[src/rtl/lse_pkg.sv]
package lse_pkg;

  localparam int NumLeds  = 32;
  localparam int LedLimit = (NumLeds < 32) ? NumLeds : 32;
  localparam int AddrW    = $clog2(LedLimit);
  localparam int QDepth   = 2;
  localparam int QAddrW   = $clog2(QDepth);

  localparam logic [5:0] LastIdx     = 6'(LedLimit - 1);
  localparam logic [5:0] LimitCount  = 6'(LedLimit);
  localparam logic [4:0] BaseFade    = 5'd24;
  localparam logic [7:0] FullLevel   = 8'd255;
  localparam logic [7:0] MidLevel    = 8'd165;
  localparam logic [2:0] LastPalette = 3'd6;

  typedef enum logic [1:0] {
    MODE_STATIC  = 2'd0,
    MODE_RAINBOW = 2'd1,
    MODE_FLOW    = 2'd2,
    MODE_OFF     = 2'd3
  } mode_t;

  typedef enum logic [1:0] {
    REG_MODE   = 2'd0,
    REG_COUNT  = 2'd1,
    REG_DELAY  = 2'd2,
    REG_BRIGHT = 2'd3
  } reg_idx_t;

  typedef enum logic {
    OP_TICK  = 1'b0,
    OP_WRITE = 1'b1
  } op_t;

  typedef enum logic [1:0] {
    CMD_WRITE = 2'd0,
    CMD_SETUP = 2'd1,
    CMD_STEP  = 2'd2
  } cmd_kind_t;

  typedef enum logic [1:0] {
    PC_ZERO = 2'd0,
    PC_FULL = 2'd1,
    PC_MID  = 2'd2
  } pal_code_t;

  typedef struct packed {
    mode_t       mode;
    logic [5:0]  count;
    logic [15:0] delay;
    logic [7:0]  bright;
  } lse_cfg_t;

  typedef struct packed {
    cmd_kind_t   kind;
    logic [4:0]  addr;
    logic [23:0] color;
  } lse_cmd_t;

  // floor(p / 255) for p up to 255 * 255
  function automatic logic [7:0] div255(input logic [15:0] p);
    logic [16:0] s;
    s = {1'b0, p} + {9'd0, p[15:8]} + 17'd1;
    return s[15:8];
  endfunction

  function automatic logic [7:0] approach(input logic [7:0] cur, input logic [7:0] tgt,
                                          input logic [4:0] step);
    logic [8:0] up;
    logic [7:0] c;
    c  = cur;
    up = {1'b0, c} + {4'd0, step};
    if (c < tgt) c = up[8] ? 8'hFF : up[7:0];
    if (c > tgt) c = (c > {3'd0, step}) ? c - {3'd0, step} : 8'h00;
    return c;
  endfunction

  // channel codes of the base palette, red first
  function automatic pal_code_t pal_code(input logic [2:0] idx, input logic [1:0] ch);
    pal_code_t r, g, b;
    case (idx)
      3'd0: begin r = PC_FULL; g = PC_ZERO; b = PC_ZERO; end
      3'd1: begin r = PC_FULL; g = PC_MID;  b = PC_ZERO; end
      3'd2: begin r = PC_FULL; g = PC_FULL; b = PC_ZERO; end
      3'd3: begin r = PC_ZERO; g = PC_FULL; b = PC_ZERO; end
      3'd4: begin r = PC_ZERO; g = PC_FULL; b = PC_FULL; end
      3'd5: begin r = PC_ZERO; g = PC_ZERO; b = PC_FULL; end
      3'd6: begin r = PC_FULL; g = PC_ZERO; b = PC_FULL; end
      default: begin r = PC_ZERO; g = PC_ZERO; b = PC_ZERO; end
    endcase
    case (ch)
      2'd0: return r;
      2'd1: return g;
      default: return b;
    endcase
  endfunction

endpackage

[src/rtl/lse_queue.sv]
module lse_queue (
  input  logic              clk,
  input  logic              rst,
  input  logic              push,
  input  lse_pkg::lse_cmd_t push_cmd,
  output logic              full,
  input  logic              pop,
  output lse_pkg::lse_cmd_t head,
  output logic              empty
);
  import lse_pkg::*;

  lse_cmd_t            slots [QDepth];
  logic [QAddrW-1:0]   wr_ptr;
  logic [QAddrW-1:0]   rd_ptr;
  logic [QAddrW:0]     count;

  assign full  = (count == (QAddrW + 1)'(QDepth));
  assign empty = (count == '0);
  assign head  = slots[rd_ptr];

  always_ff @(posedge clk) begin
    if (push && !full) slots[wr_ptr] <= push_cmd;
  end

  always_ff @(posedge clk) begin
    if (rst) begin
      wr_ptr <= '0;
      rd_ptr <= '0;
      count  <= '0;
    end else begin
      if (push && !full) wr_ptr <= (wr_ptr == QAddrW'(QDepth - 1)) ? '0 : wr_ptr + 1'b1;
      if (pop && !empty) rd_ptr <= (rd_ptr == QAddrW'(QDepth - 1)) ? '0 : rd_ptr + 1'b1;
      count <= count + (QAddrW + 1)'(push && !full) - (QAddrW + 1)'(pop && !empty);
    end
  end

endmodule

[src/rtl/lse_front.sv]
module lse_front (
  input  logic              clk,
  input  logic              rst,
  input  lse_pkg::lse_cfg_t cfg,
  input  logic              s_tvalid,
  output logic              s_tready,
  input  logic [63:0]       s_tdata,
  input  logic              s_tuser,
  output logic              q_push,
  output lse_pkg::lse_cmd_t q_cmd,
  input  logic              q_full
);
  import lse_pkg::*;

  logic [31:0] deadline;
  logic        need_setup;
  logic        static_done;
  logic [30:0] now;
  logic [4:0]  led_index;
  logic        accept;
  logic        past;
  logic        step;

  assign now       = s_tdata[30:0];
  assign led_index = s_tdata[35:31];
  assign s_tready  = !q_full;
  assign accept    = s_tvalid && s_tready;
  assign past      = deadline[31] || (deadline < {1'b0, now});
  assign step      = !need_setup && past && !static_done;

  always_comb begin
    q_cmd.addr  = led_index;
    q_cmd.color = s_tdata[59:36];
    q_cmd.kind  = CMD_STEP;
    q_push      = 1'b0;
    if (op_t'(s_tuser) == OP_WRITE) begin
      q_cmd.kind = CMD_WRITE;
      q_push     = accept && (7'(led_index) < 7'(NumLeds));
    end else if (need_setup) begin
      q_cmd.kind = CMD_SETUP;
      q_push     = accept;
    end else begin
      q_push = accept && step;
    end
  end

  always_ff @(posedge clk) begin
    if (rst) begin
      deadline    <= '0;
      need_setup  <= 1'b1;
      static_done <= 1'b0;
    end else if (accept && op_t'(s_tuser) == OP_TICK) begin
      if (need_setup) begin
        need_setup <= 1'b0;
      end else if (step) begin
        deadline <= {1'b0, now} + {16'd0, cfg.delay};
        if (cfg.mode == MODE_STATIC) static_done <= 1'b1;
      end
    end
  end

endmodule

[src/rtl/lse_back.sv]
module lse_back (
  input  logic              clk,
  input  logic              rst,
  input  lse_pkg::lse_cfg_t cfg,
  input  logic              q_empty,
  input  lse_pkg::lse_cmd_t q_cmd,
  output logic              q_pop,
  output logic              m_tvalid,
  input  logic              m_tready,
  output logic [31:0]       m_tdata,
  output logic              m_tlast
);
  import lse_pkg::*;

  typedef enum logic [14:0] {
    ST_IDLE     = 15'b000000000000001,
    ST_CLR      = 15'b000000000000010,
    ST_SC_RD    = 15'b000000000000100,
    ST_SC_MUL   = 15'b000000000001000,
    ST_SC_WR    = 15'b000000000010000,
    ST_ZERO     = 15'b000000000100000,
    ST_TMP_RD   = 15'b000000001000000,
    ST_TMP_WAIT = 15'b000000010000000,
    ST_SH_RD    = 15'b000000100000000,
    ST_SH_WR    = 15'b000001000000000,
    ST_FL_WR    = 15'b000010000000000,
    ST_L0_RD    = 15'b000100000000000,
    ST_L0_WR    = 15'b001000000000000,
    ST_EM_RD    = 15'b010000000000000,
    ST_EM_OUT   = 15'b100000000000000
  } state_t;

  state_t      state;
  logic [5:0]  idx;
  logic [5:0]  n;
  logic [5:0]  nm1;
  logic [5:0]  idx_m1;
  logic [23:0] mem [LedLimit];
  logic [23:0] rdata;
  logic [23:0] tmp;
  logic [15:0] prod_r;
  logic [15:0] prod_g;
  logic [15:0] prod_b;
  logic [7:0]  pal_full;
  logic [7:0]  pal_mid;
  logic [4:0]  fade;
  logic [4:0]  hold;
  logic [5:0]  hold_next;
  logic [2:0]  pal_idx;
  logic        mem_we;
  logic [AddrW-1:0] mem_waddr;
  logic [23:0] mem_wdata;
  logic        mem_re;
  logic [AddrW-1:0] mem_raddr;
  logic        out_free;
  logic        out_load;
  logic [23:0] out_color;
  logic        out_last;
  logic [15:0] mid_prod;
  logic [15:0] fade_prod;
  logic [7:0]  fade_scaled;
  logic [23:0] led0;
  logic [7:0]  tgt [3];

  always_comb begin
    n = cfg.count;
    if (n == 6'd0) n = 6'd1;
    if (n > LimitCount) n = LimitCount;
  end

  assign nm1         = n - 6'd1;
  assign idx_m1      = idx - 6'd1;
  assign hold_next   = {1'b0, hold} + 6'd1;
  assign out_free    = !m_tvalid || m_tready;
  assign mid_prod    = {8'd0, cfg.bright} * {8'd0, MidLevel};
  assign fade_prod   = {8'd0, cfg.bright} * {11'd0, BaseFade};
  assign fade_scaled = div255(fade_prod);

  always_comb begin
    for (int c = 0; c < 3; c++) begin
      case (pal_code(pal_idx, 2'(c)))
        PC_FULL: tgt[c] = pal_full;
        PC_MID:  tgt[c] = pal_mid;
        default: tgt[c] = 8'd0;
      endcase
    end
    led0[7:0]   = approach(rdata[7:0],   tgt[0], fade);
    led0[15:8]  = approach(rdata[15:8],  tgt[1], fade);
    led0[23:16] = approach(rdata[23:16], tgt[2], fade);
  end

  always_comb begin
    mem_we    = 1'b0;
    mem_waddr = idx[AddrW-1:0];
    mem_wdata = '0;
    mem_re    = 1'b0;
    mem_raddr = idx[AddrW-1:0];
    q_pop     = 1'b0;
    out_load  = 1'b0;
    out_color = '0;
    out_last  = 1'b0;
    case (state)
      ST_IDLE: begin
        q_pop = !q_empty;
        if (!q_empty && q_cmd.kind == CMD_WRITE) begin
          mem_we    = 1'b1;
          mem_waddr = q_cmd.addr[AddrW-1:0];
          mem_wdata = q_cmd.color;
        end
      end
      ST_CLR: mem_we = 1'b1;
      ST_SC_RD: mem_re = 1'b1;
      ST_SC_WR: begin
        mem_we    = 1'b1;
        mem_wdata = {div255(prod_b), div255(prod_g), div255(prod_r)};
      end
      ST_ZERO: begin
        out_load = out_free;
        out_last = (idx == LastIdx);
      end
      ST_TMP_RD: begin
        mem_re    = 1'b1;
        mem_raddr = nm1[AddrW-1:0];
      end
      ST_SH_RD: begin
        mem_re    = 1'b1;
        mem_raddr = idx_m1[AddrW-1:0];
      end
      ST_SH_WR: begin
        mem_we    = 1'b1;
        mem_wdata = rdata;
      end
      ST_FL_WR: begin
        mem_we    = 1'b1;
        mem_waddr = '0;
        mem_wdata = tmp;
      end
      ST_L0_RD: begin
        mem_re    = 1'b1;
        mem_raddr = '0;
      end
      ST_L0_WR: begin
        mem_we    = 1'b1;
        mem_waddr = '0;
        mem_wdata = led0;
      end
      ST_EM_RD: mem_re = 1'b1;
      ST_EM_OUT: begin
        out_load  = out_free;
        out_color = rdata;
        out_last  = (idx == nm1);
      end
      default: ;
    endcase
  end

  always_ff @(posedge clk) begin
    if (mem_we) mem[mem_waddr] <= mem_wdata;
    if (mem_re) rdata <= mem[mem_raddr];
  end

  always_ff @(posedge clk) begin
    if (out_load) begin
      m_tdata <= {3'd0, out_color, idx[4:0]};
      m_tlast <= out_last;
    end
  end

  always_ff @(posedge clk) begin
    if (state == ST_SC_MUL) begin
      prod_r <= {8'd0, rdata[7:0]}   * {8'd0, cfg.bright};
      prod_g <= {8'd0, rdata[15:8]}  * {8'd0, cfg.bright};
      prod_b <= {8'd0, rdata[23:16]} * {8'd0, cfg.bright};
    end
    if (state == ST_TMP_WAIT) tmp <= rdata;
  end

  always_ff @(posedge clk) begin
    if (rst) begin
      state    <= ST_IDLE;
      idx      <= '0;
      m_tvalid <= 1'b0;
      hold     <= '0;
      pal_idx  <= '0;
      pal_full <= FullLevel;
      pal_mid  <= MidLevel;
      fade     <= BaseFade;
    end else begin
      if (out_load) m_tvalid <= 1'b1;
      else if (m_tready) m_tvalid <= 1'b0;
      case (state)
        ST_IDLE: begin
          if (!q_empty) begin
            idx <= (q_cmd.kind == CMD_STEP && cfg.mode == MODE_RAINBOW) ? nm1 : 6'd0;
            case (q_cmd.kind)
              CMD_SETUP: begin
                case (cfg.mode)
                  MODE_RAINBOW: begin
                    pal_full <= cfg.bright;
                    pal_mid  <= div255(mid_prod);
                    fade     <= fade_scaled[4:0] + 5'd1;
                    state    <= ST_CLR;
                  end
                  MODE_STATIC, MODE_FLOW: state <= ST_SC_RD;
                  default: state <= ST_ZERO;
                endcase
              end
              CMD_STEP: begin
                case (cfg.mode)
                  MODE_RAINBOW: begin
                    if (hold_next > {2'd0, n[5:2]}) begin
                      hold    <= '0;
                      pal_idx <= (pal_idx == LastPalette) ? 3'd0 : pal_idx + 3'd1;
                    end else begin
                      hold <= hold_next[4:0];
                    end
                    state <= (nm1 != 6'd0) ? ST_SH_RD : ST_L0_RD;
                  end
                  MODE_FLOW: state <= ST_TMP_RD;
                  default: state <= ST_EM_RD;
                endcase
              end
              default: ;
            endcase
          end
        end
        ST_CLR: begin
          if (idx == LastIdx) begin
            idx   <= '0;
            state <= ST_ZERO;
          end else begin
            idx <= idx + 6'd1;
          end
        end
        ST_SC_RD: state <= ST_SC_MUL;
        ST_SC_MUL: state <= ST_SC_WR;
        ST_SC_WR: begin
          if (idx == nm1) begin
            idx   <= '0;
            state <= ST_ZERO;
          end else begin
            idx   <= idx + 6'd1;
            state <= ST_SC_RD;
          end
        end
        ST_ZERO: begin
          if (out_free) begin
            if (idx == LastIdx) state <= ST_IDLE;
            else idx <= idx + 6'd1;
          end
        end
        ST_TMP_RD: state <= ST_TMP_WAIT;
        ST_TMP_WAIT: begin
          idx   <= nm1;
          state <= (nm1 != 6'd0) ? ST_SH_RD : ST_FL_WR;
        end
        ST_SH_RD: state <= ST_SH_WR;
        ST_SH_WR: begin
          if (idx == 6'd1) begin
            state <= (cfg.mode == MODE_RAINBOW) ? ST_L0_RD : ST_FL_WR;
          end else begin
            idx   <= idx_m1;
            state <= ST_SH_RD;
          end
        end
        ST_FL_WR: begin
          idx   <= '0;
          state <= ST_EM_RD;
        end
        ST_L0_RD: state <= ST_L0_WR;
        ST_L0_WR: begin
          idx   <= '0;
          state <= ST_EM_RD;
        end
        ST_EM_RD: state <= ST_EM_OUT;
        ST_EM_OUT: begin
          if (out_free) begin
            if (idx == nm1) begin
              state <= ST_IDLE;
            end else begin
              idx   <= idx + 6'd1;
              state <= ST_EM_RD;
            end
          end
        end
        default: state <= ST_IDLE;
      endcase
    end
  end

  a_emit_in_range: assert property (@(posedge clk) disable iff (rst)
    (state == ST_EM_OUT) |-> (idx < n))
    else $error("frame index beyond active LED count");

  a_zero_in_range: assert property (@(posedge clk) disable iff (rst)
    (state == ST_ZERO) |-> (idx <= LastIdx))
    else $error("set-up frame index beyond strip length");

  a_start_needs_pop: assert property (@(posedge clk) disable iff (rst)
    ($past(state == ST_IDLE) && state != ST_IDLE) |-> $past(q_pop))
    else $error("back end left idle without a command");

endmodule

[src/rtl/led_strip_effect_engine_unit.sv]
// LED strip effect engine.
// Input stream (s_*): one beat per item. s_tuser is the op (0 tick, 1 colour write);
// a write stores red/green/blue at led_index, a tick carries time_ms. The first tick
// emits an all-black frame of 32 pixels after the set-up work; later ticks past the
// deadline step the effect (only once in static mode) and emit one active-count frame.
// Output stream (m_*): one pixel per beat, m_tlast on the final pixel of a frame.
// Configuration channel (cfg_*): index 0 mode, 1 LED count, 2 frame delay,
// 3 brightness; always ready; user writes only while engine idle, block does not enforce.
// The colour store has one read and one write port, so work is serial: a write item
// is stored from idle; a rainbow set-up clears all 32 colours, a static/flow set-up
// scales each active LED by brightness, both before the black frame; a flow/rainbow
// step shifts the LEDs one place, and every step then reads and emits each active pixel.
// A two-entry command queue lets input beats be taken while a frame is still out.
// Reset clears control state and the queue; store contents stay undefined until written.
// When the receiver stalls, the output register holds its beat and the frame pauses;
// the queue then fills and s_tready drops.
module led_strip_effect_engine_unit (
  input  logic        clk,
  input  logic        rst,
  input  logic        s_tvalid,
  output logic        s_tready,
  input  logic [63:0] s_tdata,   // time_ms, led_index, red_in, green_in, blue_in, zero pad
  input  logic        s_tuser,   // op
  output logic        m_tvalid,
  input  logic        m_tready,
  output logic [31:0] m_tdata,   // pixel_index, red_out, green_out, blue_out, zero pad
  output logic        m_tlast,
  input  logic        cfg_valid,
  output logic        cfg_ready,
  input  logic [1:0]  cfg_index,
  input  logic [15:0] cfg_data
);
  import lse_pkg::*;

  lse_cfg_t cfg;
  lse_cmd_t push_cmd;
  lse_cmd_t head;
  logic     push;
  logic     full;
  logic     pop;
  logic     empty;

  assign cfg_ready = 1'b1;

  always_ff @(posedge clk) begin
    if (rst) begin
      cfg.mode   <= MODE_STATIC;
      cfg.count  <= 6'd32;
      cfg.delay  <= '0;
      cfg.bright <= 8'd255;
    end else if (cfg_valid && cfg_ready) begin
      case (reg_idx_t'(cfg_index))
        REG_MODE:   cfg.mode   <= mode_t'(cfg_data[1:0]);
        REG_COUNT:  cfg.count  <= cfg_data[5:0];
        REG_DELAY:  cfg.delay  <= cfg_data;
        REG_BRIGHT: cfg.bright <= cfg_data[7:0];
        default: ;
      endcase
    end
  end

  lse_front u_front (
    .clk      (clk),
    .rst      (rst),
    .cfg      (cfg),
    .s_tvalid (s_tvalid),
    .s_tready (s_tready),
    .s_tdata  (s_tdata),
    .s_tuser  (s_tuser),
    .q_push   (push),
    .q_cmd    (push_cmd),
    .q_full   (full)
  );

  lse_queue u_queue (
    .clk      (clk),
    .rst      (rst),
    .push     (push),
    .push_cmd (push_cmd),
    .full     (full),
    .pop      (pop),
    .head     (head),
    .empty    (empty)
  );

  lse_back u_back (
    .clk      (clk),
    .rst      (rst),
    .cfg      (cfg),
    .q_empty  (empty),
    .q_cmd    (head),
    .q_pop    (pop),
    .m_tvalid (m_tvalid),
    .m_tready (m_tready),
    .m_tdata  (m_tdata),
    .m_tlast  (m_tlast)
  );

endmodule
[config.mk]
export PLATFORM = sky130hd
export DESIGN_NAME = led_strip_effect_engine_unit
export DESIGN_NICKNAME = d
export VERILOG_FILES = /design/src/rtl/lse_pkg.sv /design/src/rtl/lse_queue.sv /design/src/rtl/lse_front.sv /design/src/rtl/lse_back.sv /design/src/rtl/led_strip_effect_engine_unit.sv
export SDC_FILE = /design/constraint.sdc
export NUM_CORES = 2
export LEC_CHECK = 0
export BUFFER_PORTS_ARGS = -buffer_cell sky130_fd_sc_hd__buf_2
export CAP_MARGIN = 15
export CELL_PAD_IN_SITES_DETAIL_PLACEMENT = 0
export CELL_PAD_IN_SITES_GLOBAL_PLACEMENT = 1
export CORE_MARGIN = 4
export CORE_UTILIZATION = 25
export DETAILED_ROUTE_END_ITERATION = 6
export PLACE_DENSITY_LB_ADDON = 0.1
export SYNTH_ARGS = -nofsm -noshare
export SYNTH_HDL_FRONTEND = slang
export SYNTH_HIERARCHICAL = 1
export SYNTH_SLANG_ARGS = --single-unit
[constraint.sdc]
create_clock -name clk -period 13.1 [get_ports clk]
set_input_delay 1.31 -clock clk [delete_from_list [all_inputs] [get_ports clk]]
set_output_delay 1.31 -clock clk [all_outputs]
set_load 0.05 [all_outputs]
==> summary.md <==
| Metric | Value |
|---|---|
| FILL cells | `23.2k` |
| Final ANT Viol Nets | `0` |
| Layout net count | `5161` |
| Initial antenna violation count | `11` |
| Place WS | `6.22 ns` |
| Ys flop type | `edfxtp_1` |
| HPWL Detailed | `115000 um` |
| H-tree depth | `4` |
| Post-Synthesis Cell Area | `57400 sq um` |
| #FFs+latches synth | `1078` |
| Setup CP Type | `reg2reg` |
| Initial DRT Pass Iterations | `6` |
| Post-CTS Resized | `0` |
| Least-Margin Pin Slew | `1.22 ns` |
| Area grow syn2layout | `15.9%` |
| Vias per inst | `4.58` |
| Asr flop ratio synth | `0` |
| Worst-Skew Late Latency | `0.80 ns` |
| Largest net degree at the start of global routing | `105` |
| Fin crit share | `0.511` |
| Global-route wire length before repair | `259000 um` |
| Crit path required time | `13.80 ns` |
| Routed wire per std cell | `22.8 um` |
| Port Buffers | `115` |
| Syn. warnings | `6` |
| Minimum clock period | `6.70 ns` |
| Max_cap viols | `0` |
| Worst Hold Class | `reg2reg` |
| Register area share after synthesis | `0.543` |
| Unrepaired setup endpoints after global routing | `no` |
| Vias after detailed routing | `35.5k` |
| First DRT Iteration DRCs | `2140` |
| Routability Congestion | `0.777` |
| Fin worst setup slack | `6.40 ns` |
| Full die area | `237000 sq um` |
| Max Clk Rate | `149 MHz` |
| Outcome | `complete, no violations` |
| DP Area | `61900 sq um` |
| Row cnt | `175` |
| Via count of the first global-routing pass | `36.5k` |
| Worst Setup End Kind | `register` |
| CTS hold repair buffers | `0` |
| Placed Cells | `7487` |
| Setup bufs post-CTS | `0` |
| Placeable Area | `228000 sq um` |
| Clk sinks | `1078` |
| Post-Layout Cell Count | `7747` |
| Worst rel slew slack | `0.185` |
| CP Launch Type | `register` |
| Netlist cell types | `97` |
| Initial cell density of the core | `0.252` |
| All-Layer GR Usage | `0.148` |
| Max clock buf depth | `3` |
| Cell area power density | `169 nW/um^2` |
| Clock-pin slew on the worst setup and hold paths | `0.06 ns` |
| Final instance area | `66500 sq um` |
| Commonest non-fill, non-tap cells in the layout | `edfxtp_1, mux2i_1, ha_1` |
| CP peak stage delay | `0.81 ns` |
| Final hold violation count | `0` |
| Slowest cell on crit path | `o311ai_0` |
| CTS Buf Count | `138` |
| Setup TNS | `0 ns` |
| VDD IR max | `0.104 mV` |
| Clock root cell | `clkbuf_16` |
| Setup violation total in the final timing report | `0` |
| Leak | `25.3 nW` |
| Die X-Extent | `487 um` |
| Area of the multi-input gates | `24500 sq um` |
| Layout cells sized above 1 | `0.126` |
| DRC viols | `0` |
| Final Max Slew Viols | `0` |
| Die Ht | `487 um` |
| Total grt overflow | `0` |
| Critical path fanouts, max | `31` |
| Reg area | `31200 sq um` |
| Synth Instances | `4473` |
| DRT Wirelength | `177000 um` |
| CP dominant cell by count | `ha_1` |
| I/O pin total | `124` |
| Worst-path cell chain | `buf_4 > ha_1 > ha_1 > inv_1 > fa_1 > inv_1 > ha_1 > ha_1 > o211ai_1 > a21boi_0 > o211ai_1 > o311ai_0 > ha_1 > nand2_1 > nor3_1 > a21oi_1 > nor4b_1 > nand4_1 > nor3_1 > a2111oi_0 > nor3_1` |
| Post-synth EDFFs | `956` |
| Final setup skew | `0.0561 ns` |
| CTS tree | `built` |
| Final hold slack | `0.475 ns` |
| CP arrival | `7.39 ns` |
| Most common cell after layout, fill and taps aside | `edfxtp_1` |
| Avg Cell Area, Syn | `12.8 sq um` |
==> synth_stat cells (all sizes together) (15+ instances only) <==
cell       n  area share
a21o      54      0.0071
nand2b    66      0.0072
xnor2     94       0.014
clkbuf   108      0.0071
nand4     26      0.0029
a21oi    133       0.012
nand2    237       0.016
dfxtp    122       0.043
o21ai     82      0.0072
inv      263       0.017
buf      119       0.013
nand3     69      0.0060
mux2      47      0.0092
and2     141       0.015
edfxtp   956        0.50
o21a      22      0.0029
fa       122       0.043
o211ai    29      0.0038
a211oi    39      0.0067
or2       25      0.0027
nor2     225       0.015
o22ai     97       0.011
nor2b     42      0.0046
o2111ai   15      0.0024
nor3      52      0.0048
a222oi    24      0.0042
ha       333       0.073
xor2      42      0.0064
and3      43      0.0047
mux2i    592        0.10
o221ai    18      0.0027
nor4      38      0.0047
==> where the power goes <==
part	internal [mW]	total (mW)	switching, mW
Sequential	4.11	4.16	0.0537
Clock	2.21	3.79	1.57
Combinational	1.28	3.30	2.02
==> final timing paths <==
kind                                startpoint                                end  slack, ns  cells past startpoint
max reg2reg                cfg[2]$_SDFFE_PP1P_     u_back/pal_mid[7]$_SDFFE_PP1P_       6.40                     21
min          u_front/deadline[14]$_SDFFE_PP0P_  u_front/deadline[14]$_SDFFE_PP0P_       0.48                      2
max                        cfg[2]$_SDFFE_PP1P_     u_back/pal_mid[7]$_SDFFE_PP1P_       6.40                     21
min reg2reg  u_front/deadline[14]$_SDFFE_PP0P_  u_front/deadline[14]$_SDFFE_PP0P_       0.48                      2
==> logic make-up after synthesis <==
family	count (synthesis)	synth area share
flops	1078	0.543
simple gates	1033	0.0929
mux	639	0.113
compound gates	637	0.0775
buf+inv	490	0.0371
fa+ha+maj	456	0.115
xor+xnor	138	0.0215
other cells	2	0.000131
==> state kept, by name (all words and copies together) (netlist names), 2 cells and up, named ones only <==
register,cells
cfg,32
u_back/fade,5
u_back/hold,5
u_back/idx,6
u_back/m_tdata,29
u_back/mem,768
u_back/pal_full,8
u_back/pal_idx,3
u_back/pal_mid,8
u_back/prod_b,16
u_back/prod_g,16
u_back/prod_r,16
u_back/rdata,24
u_back/state,15
u_back/tmp,24
u_front/deadline,32
u_queue/count,2
u_queue/slots,62
==> final cells by class <==
cell class,count,share of cell area
antenna,8,0.000301
inverter,263,0.0148
sequential,1078,0.468
clock buffer,182,0.0555
clock inverter,70,0.0129
multi-input combinational,2907,0.369
timing repair buffer,230,0.0228
tap,3009,0.0566
==> metal layers <==
| metal | GRT usage | part of all wire |
|---|---|---|
| met1 | 0.210 | 0.49 |
| met2 | 0.240 | 0.47 |
| met3 | 0.0194 | 0.029 |
| met4 | 0.0352 | 0.020 |
| met5 | 0 | 0 |
==> critical path, delay by kind of cell (launching register included) <==
| kind | cells | cell delay, ns |
|---|---|---|
| adders and majority gates | 6 | 2.06 |
| DFF | 1 | 0.30 |
| buffers and inverters | 3 | 0.51 |
| AOI/OAI and AO/OA | 6 | 1.86 |
| and+or+nand+nor | 6 | 1.82 |
==> through the flow <==
stage,utilization,power [mW]
after global placement,0.272,7.61
after detailed placement,0.272,7.57
after floorplan,-,6.55
after global routing,0.292,12.0
after CTS,0.292,11.5
final,0.292,11.2
(Power assumes the default switching activity.)
